==> src/sv/rpa_pkg.sv <==
`default_nettype none

package rpa_pkg;

  // Pool size and fixed field widths
  localparam int NUM_REGS_DEF = 16;
  localparam int MASK_W       = 16;
  localparam int OUT_IDX_W    = 4;
  localparam int CNT_W        = 3;
  localparam int MAX_PARAMS   = 6;

  typedef enum logic [1:0] {
    ST_FREE   = 2'd0,
    ST_USED   = 2'd1,
    ST_PARAM  = 2'd2,
    ST_CSFREE = 2'd3
  } status_t;

  typedef enum logic [1:0] {
    OP_ALLOC   = 2'd0,
    OP_FREE    = 2'd1,
    OP_FREEALL = 2'd2,
    OP_RESERVE = 2'd3
  } op_t;

  // Decision of the shared status unit for one entry
  typedef struct packed {
    logic    hit;
    logic    wr_en;
    logic    save;
    status_t wr_status;
  } step_res_t;

  // Fixed order in which parameter registers are reserved
  function automatic logic [CNT_W-1:0] param_reg(input logic [CNT_W-1:0] k);
    logic [CNT_W-1:0] r;
    case (k)
      3'd0:    r = 3'd4;
      3'd1:    r = 3'd3;
      3'd2:    r = 3'd2;
      3'd3:    r = 3'd1;
      3'd4:    r = 3'd5;
      default: r = 3'd6;
    endcase
    return r;
  endfunction

endpackage

`default_nettype wire

==> src/sv/rpa_step_unit.sv <==
`default_nettype none

module rpa_step_unit
  import rpa_pkg::*;
(
  input  op_t       op,
  input  status_t   st,
  input  logic      cs,
  output step_res_t res
);

  // Decide hit, write and save for one entry under the current operation
  always_comb begin
    res = '{hit: 1'b0, wr_en: 1'b0, save: 1'b0, wr_status: ST_FREE};
    unique case (op)
      OP_ALLOC: begin
        res.hit       = (st == ST_FREE) || (st == ST_CSFREE);
        res.wr_en     = res.hit;
        res.save      = cs && (st == ST_FREE);
        res.wr_status = ST_USED;
      end
      OP_FREE: begin
        res.hit       = (st == ST_USED);
        res.wr_en     = res.hit;
        res.wr_status = cs ? ST_CSFREE : ST_FREE;
      end
      OP_FREEALL: begin
        res.hit = (st != ST_FREE) && cs;
      end
      OP_RESERVE: begin
        res.hit       = 1'b1;
        res.wr_en     = 1'b1;
        res.wr_status = ST_PARAM;
      end
      default: ;
    endcase
  end

endmodule

`default_nettype wire

==> src/sv/rpa_status_store.sv <==
`default_nettype none

module rpa_status_store
  import rpa_pkg::*;
#(
  parameter int NUM_REGS = NUM_REGS_DEF,
  parameter int IDX_W    = $clog2(NUM_REGS)
) (
  input  logic             clk,
  input  logic             rst,
  input  logic [IDX_W-1:0] raddr,
  output status_t          rd_status,
  input  logic             we,
  input  logic [IDX_W-1:0] waddr,
  input  status_t          wdata,
  input  logic             clear_all
);

  status_t mem [NUM_REGS];
  logic [NUM_REGS-1:0] vld;
  status_t rd_data;
  logic rd_vld;

  // Write port
  always_ff @(posedge clk) begin
    if (we) begin
      mem[waddr] <= wdata;
    end
  end

  // Registered read port
  always_ff @(posedge clk) begin
    rd_data <= mem[raddr];
    rd_vld  <= vld[raddr];
  end

  // Track written entries; reset and free all drop them back to free
  always_ff @(posedge clk) begin
    if (rst || clear_all) begin
      vld <= '0;
    end else if (we) begin
      vld[waddr] <= 1'b1;
    end
  end

  assign rd_status = rd_vld ? rd_data : ST_FREE;

endmodule

`default_nettype wire

==> src/sv/register_pool_allocator.sv <==
// Register pool allocator: a two-bit status per register, kept in a small
// memory and worked on one entry at a time by a shared status unit.
// Input channel (in_valid / in_stall) carries operation, reg_index and
// param_count; a word is taken when in_valid is high and in_stall is low.
// Output channel (out_valid / out_stall) carries one result word per
// allocate, free and reserve, and one word per restore (at least one) for
// free all, with last marking the final word of the item.
// Configuration: cfg_valid / cfg_ready / cfg_data writes the callee-saved
// mask; cfg_ready is always high. Write it only while the block is idle.
// Sequence, set by the memory walk (each entry is read, then checked):
//   allocate: scans entries upward from index 0 until the first free one;
//   free: reads one entry and frees it if used (none past the pool);
//   reserve: writes up to min(param_count,6) parameter registers in turn;
//   free all: walks all entries down from the last, pausing on a stall.
// in_stall is high from acceptance until the final word sits in the output
// register; the next item may start while that word still waits.
// While the receiver stalls, the output word holds and a free all walk
// pauses at its next restore.
// Reset (rst, synchronous) marks every register free and clears the mask.
`default_nettype none

module register_pool_allocator
  import rpa_pkg::*;
#(
  parameter int NUM_REGS = NUM_REGS_DEF
) (
  input  logic                 clk,
  input  logic                 rst,
  input  logic                 in_valid,
  output logic                 in_stall,
  input  logic [1:0]           operation,
  input  logic [3:0]           reg_index,
  input  logic [CNT_W-1:0]     param_count,
  output logic                 out_valid,
  input  logic                 out_stall,
  output logic [OUT_IDX_W-1:0] granted_index,
  output logic                 save_needed,
  output logic                 restore_valid,
  output logic                 out_of_registers,
  output logic                 last,
  input  logic                 cfg_valid,
  output logic                 cfg_ready,
  input  logic [MASK_W-1:0]    cfg_data
);

  localparam int IDX_W = $clog2(NUM_REGS);
  localparam logic [IDX_W-1:0] LAST_IDX = IDX_W'(NUM_REGS - 1);

  typedef enum logic [4:0] {
    S_IDLE  = 5'b00001,
    S_READ  = 5'b00010,
    S_CHECK = 5'b00100,
    S_PARAM = 5'b01000,
    S_EMIT  = 5'b10000
  } state_t;

  state_t state;
  op_t op;
  logic [CNT_W-1:0] cnt;
  logic [CNT_W-1:0] k;
  logic [IDX_W-1:0] addr;
  logic [MASK_W-1:0] cs_mask;

  logic [OUT_IDX_W-1:0] res_idx;
  logic res_save, res_rv, res_oor;
  logic pend_valid;
  logic [IDX_W-1:0] pend_idx;

  status_t rd_status;
  step_res_t step;
  status_t step_st;
  logic cs;
  logic [7:0] addr8;
  logic [CNT_W-1:0] preg;
  logic preg_ok;

  logic emit_ok, load_mid, load_final, accept;
  logic we, clear_all;
  logic [IDX_W-1:0] waddr;
  logic [CNT_W-1:0] cnt_sat;

  // Configuration register
  assign cfg_ready = 1'b1;
  always_ff @(posedge clk) begin
    if (rst) begin
      cs_mask <= '0;
    end else if (cfg_valid && cfg_ready) begin
      cs_mask <= cfg_data;
    end
  end

  // Callee-saved bit of the current entry; indexes past the mask never are
  assign addr8 = 8'(addr);
  assign cs    = (addr8 < 8'd16) && cs_mask[addr8[3:0]];

  // Parameter register for the current reserve step
  assign preg    = param_reg(k);
  assign preg_ok = (8'(preg) < 8'(NUM_REGS)) && (k < cnt);

  // Shared status unit: reserve needs no read, others see the stored entry
  assign step_st = (state == S_PARAM) ? ST_FREE : rd_status;

  rpa_step_unit u_step (
    .op  (op),
    .st  (step_st),
    .cs  (cs),
    .res (step)
  );

  // Memory write and bulk clear
  assign we = ((state == S_CHECK) && step.wr_en) || ((state == S_PARAM) && preg_ok);
  assign waddr = (state == S_PARAM) ? IDX_W'(preg) : addr;
  assign clear_all = (state == S_CHECK) && (op == OP_FREEALL) && (addr == '0)
                     && !(step.hit && pend_valid && !emit_ok);

  rpa_status_store #(
    .NUM_REGS (NUM_REGS),
    .IDX_W    (IDX_W)
  ) u_store (
    .clk       (clk),
    .rst       (rst),
    .raddr     (addr),
    .rd_status (rd_status),
    .we        (we),
    .waddr     (waddr),
    .wdata     (step.wr_status),
    .clear_all (clear_all)
  );

  // Handshake helpers
  assign in_stall   = (state != S_IDLE);
  assign accept     = in_valid && !in_stall;
  assign emit_ok    = !out_valid || !out_stall;
  assign load_final = (state == S_EMIT) && emit_ok;
  assign load_mid   = (state == S_CHECK) && (op == OP_FREEALL) && step.hit
                      && pend_valid && emit_ok;
  assign cnt_sat    = (param_count > CNT_W'(MAX_PARAMS)) ? CNT_W'(MAX_PARAMS)
                                                         : param_count;

  // Sequencer
  always_ff @(posedge clk) begin
    if (rst) begin
      state      <= S_IDLE;
      pend_valid <= 1'b0;
    end else begin
      unique case (state)
        S_IDLE: begin
          if (accept) begin
            op         <= op_t'(operation);
            cnt        <= cnt_sat;
            k          <= '0;
            pend_valid <= 1'b0;
            res_idx    <= '0;
            res_save   <= 1'b0;
            res_rv     <= 1'b0;
            res_oor    <= 1'b0;
            unique case (op_t'(operation))
              OP_ALLOC: begin
                addr  <= '0;
                state <= S_READ;
              end
              OP_FREE: begin
                addr  <= IDX_W'(reg_index);
                state <= (8'(reg_index) < 8'(NUM_REGS)) ? S_READ : S_EMIT;
              end
              OP_FREEALL: begin
                addr  <= LAST_IDX;
                state <= S_READ;
              end
              OP_RESERVE: state <= S_PARAM;
              default: state <= S_IDLE;
            endcase
          end
        end
        S_READ: state <= S_CHECK;
        S_CHECK: begin
          unique case (op)
            OP_ALLOC: begin
              if (step.hit) begin
                res_idx  <= OUT_IDX_W'(addr);
                res_save <= step.save;
                state    <= S_EMIT;
              end else if (addr == LAST_IDX) begin
                res_oor <= 1'b1;
                state   <= S_EMIT;
              end else begin
                addr  <= addr + 1'b1;
                state <= S_READ;
              end
            end
            OP_FREEALL: begin
              if (!(step.hit && pend_valid && !emit_ok)) begin
                // Hold the newest restore until the next one or the end
                if (step.hit) begin
                  pend_valid <= 1'b1;
                  pend_idx   <= addr;
                end
                if (addr == '0) begin
                  res_rv  <= step.hit || pend_valid;
                  res_idx <= step.hit   ? OUT_IDX_W'(addr) :
                             pend_valid ? OUT_IDX_W'(pend_idx) : '0;
                  state   <= S_EMIT;
                end else begin
                  addr  <= addr - 1'b1;
                  state <= S_READ;
                end
              end
            end
            default: state <= S_EMIT;
          endcase
        end
        S_PARAM: begin
          if (k < cnt) begin
            k <= k + 1'b1;
          end else begin
            state <= S_EMIT;
          end
        end
        S_EMIT: begin
          if (emit_ok) begin
            state <= S_IDLE;
          end
        end
        default: state <= S_IDLE;
      endcase
    end
  end

  // Output register: load a word when the slot is free, drop it once taken
  always_ff @(posedge clk) begin
    if (rst) begin
      out_valid <= 1'b0;
    end else if (load_final || load_mid) begin
      out_valid <= 1'b1;
    end else if (!out_stall) begin
      out_valid <= 1'b0;
    end
  end

  always_ff @(posedge clk) begin
    if (load_mid) begin
      granted_index    <= OUT_IDX_W'(pend_idx);
      save_needed      <= 1'b0;
      restore_valid    <= 1'b1;
      out_of_registers <= 1'b0;
      last             <= 1'b0;
    end else if (load_final) begin
      granted_index    <= res_idx;
      save_needed      <= res_save;
      restore_valid    <= res_rv;
      out_of_registers <= res_oor;
      last             <= 1'b1;
    end
  end

endmodule

`default_nettype wire
==> config.mk <==
export PLATFORM = sky130hd
export DESIGN_NAME = register_pool_allocator
export DESIGN_NICKNAME = d
export VERILOG_FILES = /design/src/sv/rpa_pkg.sv /design/src/sv/rpa_step_unit.sv /design/src/sv/rpa_status_store.sv /design/src/sv/register_pool_allocator.sv
export SDC_FILE = /design/constraint.sdc
export NUM_CORES = 1
export LEC_CHECK = 0
export BUFFER_PORTS_ARGS = -buffer_cell sky130_fd_sc_hd__buf_2
export CORE_MARGIN = 5
export CORE_UTILIZATION = 65
export CTS_BUF_LIST = sky130_fd_sc_hd__clkbuf_8
export CTS_CLUSTER_SIZE = 12
export DETAILED_ROUTE_END_ITERATION = 7
export PLACE_DENSITY = 0.86
export SLEW_MARGIN = 5
export SYNTH_ARGS = -nofsm -noshare
export SYNTH_HDL_FRONTEND = slang
export SYNTH_HIERARCHICAL = 1
export SYNTH_SLANG_ARGS = --single-unit
export TNS_END_PERCENT = 30
==> constraint.sdc <==
create_clock -name clk -period 7.9 [get_ports clk]
set_input_delay 0.79 -clock clk [delete_from_list [all_inputs] [get_ports clk]]
set_output_delay 0.79 -clock clk [all_outputs]
set_load 0.01 [all_outputs]
==> run summary <==
* Final Net Count: 498
* final worst-path cycle share: 0.527
* cell repeated most along the worst path: sky130_fd_sc_hd__inv_1
* proportion of netlist area held by the largest area contributor: 0.359
* Worst Path Arrival: 4.46 ns
* die span in x: 97.2 um
* top post-synthesis cells by count: sky130_fd_sc_hd__edfxtp_1 (59), sky130_fd_sc_hd__nor2_1 (53), sky130_fd_sc_hd__dfxtp_1 (46), sky130_fd_sc_hd__a21oi_1 (23), sky130_fd_sc_hd__nand2_1 (23)
* overall routing resource usage: 0.219
* cell taking the most area after synthesis: sky130_fd_sc_hd__edfxtp_1
* crit path max fanout: 16
* Synth cell types: 55
* num ports: 41
* fraction of final layout cells with drive strength greater than 1: 0.166
* post-CTS setup buffer count: 0
* number of buffers added by the clock tree synthesis step: 9
* total number of yosys warnings: 6
* internal power contribution: 0.802 mW
* maximum single-stage delay on the critical path: 0.78 ns
* Placer Congestion: 0.884
* proportion of power drawn by combinational gates: 0.150
* share of total power in sequential cells: 0.573
* DRT antenna net count: 0
* CTS Sinks: 105
* count of final max-slew check failures: 0
* TritonCTS clock tree: built
* cell leakage power: 2.17 nW
* leading register cell type out of synthesis: sky130_fd_sc_hd__edfxtp_1
* H-tree lvl count: 3
* height of the die: 97.2 um
* drt initial violations: 251
* number of antenna violations at the first check in global routing: 0
* count of input and output buffers: 39
* WL per Instance: 17.9 um
* total met3 wirelength after detailed routing: 511 um
* total of cells resized after clock tree synthesis: 0
* element type at the critical path end: flip-flop
* met1 wire length: 4110 um
* synth top area cells: sky130_fd_sc_hd__edfxtp_1 (36%), sky130_fd_sc_hd__dfxtp_1 (19%), sky130_fd_sc_hd__mux4_1 (4.3%)
* sum of negative setup slack: 0 ns
* critical path required time: 8.20 ns
* post-DR vias/cell: 6.03
* sum of buffers and inverters on the critical path: 2
* largest net degree at the start of global routing: 27
* synthesized netlist cell count: 421
* Highest Signal Layer: met4
* Fin Clk Skew: 0.00907 ns
* net switching power: 0.304 mW
* wire length of the first global-routing pass: 16500 um
* syn_area_per_cell: 11.7 um2
* wire length on met2: 5140 um
* initial standard-cell utilization of the core: 0.674
* number of vias in the routed layout: 3359
* netlist area before placement: 4940 um2
* class of the most critical hold timing path: reg -> reg
* achievable clock frequency: 0.240 GHz
* endpoints failing setup: 0
* status: finished, final reports clean
* net switching share of the total power: 0.275
* count of final hold-check violations: 0
* root buffer cell: sky130_fd_sc_hd__clkbuf_8
* detailed-placement wirelength estimate: 7090 um
* post-cts hold buffer count: 0
* areal power density over the cells: 206 nW/um2
* first-pass detailed-route iteration total: 7
* vias in the first global route: 3325
* cell with the most instances after synthesis: sky130_fd_sc_hd__edfxtp_1
* gate family responsible for the most delay along the worst path: simple AND/OR/NAND/NOR gates
* Peak supply drop: 0.000168 V
* total core area: 7330 um2
* relative contribution of the clock network to total power: 0.277
* DRC violation count after routing: 0
* cell breakdown of the critical path: nor4_1, nand2_1, and2_1, inv_1, ha_1, o21ba_1, a22oi_1, nand4_1, nand3_1, inv_1, nor2_1, o21a_1
* relative slew slack: 0.203
* clock slew at the register clock pins of the worst setup and hold paths: 0.10 ns
* Remaining Overflow, GRT: 0
* Die Area: 9440 um2
* overall routed net length: 9950 um
* worst skew pair latency: 0.36 ns
* category of the critical setup timing path: reg -> reg
* standard-cell row count: 31
* ys async rst share: 0
* cell with the largest stage delay on the worst path: sky130_fd_sc_hd__nor2_1
* area overhead of the layout relative to synthesis: 8.56%
* final critical delay including setup and external delays: 4.16 ns
* setup repair after global routing missed its margin: no
* flip-flop and latch count after synthesis: 105
* Synthesized Nets: 466
* Max Cap Viol: 0
* element type at the critical path start: flip-flop
* sequential element share of the synthesized area: 0.545
* Longest Clk Path Bufs: 2
* ant diodes: 0
* total chip power: 1.11 mW
* number of flops mapped to enable cells by yosys: 59
* slew of the pin with the lowest slew margin: 1.20 ns
-- final timing paths --
| path | start | to | slack [ns] | depth (start not counted) |
|---|---|---|---|---|
| setup / recovery | state[4]$_SDFFE_PP0P_ | u_store/vld[7]$_SDFFE_PP0P_ | 3.74 | 12 |
| hold / removal | last$_SDFFE_PP0P_ | last$_SDFFE_PP0P_ | 0.45 | 2 |
| setup reg to reg | state[4]$_SDFFE_PP0P_ | u_store/vld[7]$_SDFFE_PP0P_ | 3.74 | 12 |
| hold reg to reg | last$_SDFFE_PP0P_ | last$_SDFFE_PP0P_ | 0.45 | 2 |
-- per-layer routing --
layer  vias to the layer above  GRT usage
met5                         -          0
met4                         0     0.0875
met3                        14     0.0352
met2                       104      0.385
met1                      1646      0.269
li1                       1595          -
-- power groups by stage --
stage	Combinational [mW]	Sequential, mW	Clock [mW]
2_1_floorplan	0.126	0.635	0
4_1_cts	0.165	0.634	0.311
3_3_place_gp	0.158	0.644	0
5_1_grt	0.182	0.638	0.337
3_5_place_dp	0.163	0.646	0
6_report	0.166	0.633	0.307
-- cell usage in the layout (no fill, tap or decap), types with 14 or more instances in the layout --
master,synthesis,routed
sky130_fd_sc_hd__nor2_1,53,53
sky130_fd_sc_hd__a21oi_1,23,23
sky130_fd_sc_hd__mux2i_1,19,19
sky130_fd_sc_hd__nand2_1,23,23
sky130_fd_sc_hd__ha_1,14,14
sky130_fd_sc_hd__edfxtp_1,59,59
sky130_fd_sc_hd__inv_1,19,21
sky130_fd_sc_hd__nand3_1,20,20
sky130_fd_sc_hd__dfxtp_1,46,46
sky130_fd_sc_hd__o21a_1,18,18
sky130_fd_sc_hd__buf_2,2,39
-- flip-flops by register name, summed over array words and instances (netlist names), 2 cells and up --
signal and count:
cs_mask 16, res_idx 4, pend_idx 4, granted_index 4
state 5, cnt 3, u_store/vld 16, op 2
k 3, u_store/rd_data 2, u_store/mem 32, addr 4
-- kinds of logic after synthesis --
group | Yosys count | synth area share
AOI/OAI and AO/OA | 70 | 0.0937
xor gates and xnor gates | 5 | 0.00886
adders and majority gates | 15 | 0.0395
buffers and inverters | 39 | 0.0324
DFF | 105 | 0.545
muxes | 40 | 0.131
other | 1 | 0.000759
and+or+nand+nor | 146 | 0.149
-- worst reg2reg max path: cells and delay by family, from the launching register on --
kind,cells,cell delay [ns]
adders and majority gates,1,0.23
DFF,1,0.39
buffers and inverters,2,0.11
and+or+nand+nor,6,2.24
AOI/OAI and AO/OA,3,1.12
-- area by class of cell --
type | instances | area [um2]
sequential | 105 | 2690
multi-input combinational | 277 | 2090
fill | 497 | 1970
timing repair buffer | 40 | 203
clock buffer | 10 | 138
tap | 99 | 124
inverter | 20 | 75.1
clock inverter | 6 | 43.8
-- stage by stage --
stage               hold WS (ns)  instances  area (um2)  utilization  worst slack [ns]
global route               0.468        557        5360        0.732              3.46
floorplan                  0.432        421        4940            -              4.61
finish                     0.451        557        5360        0.732              3.74
detailed placement         0.440        541        5180        0.707              3.85
global placement           0.430        541        5180        0.707              4.06
CTS                        0.454        557        5360        0.732              3.80
(Power assumes the default switching activity.)
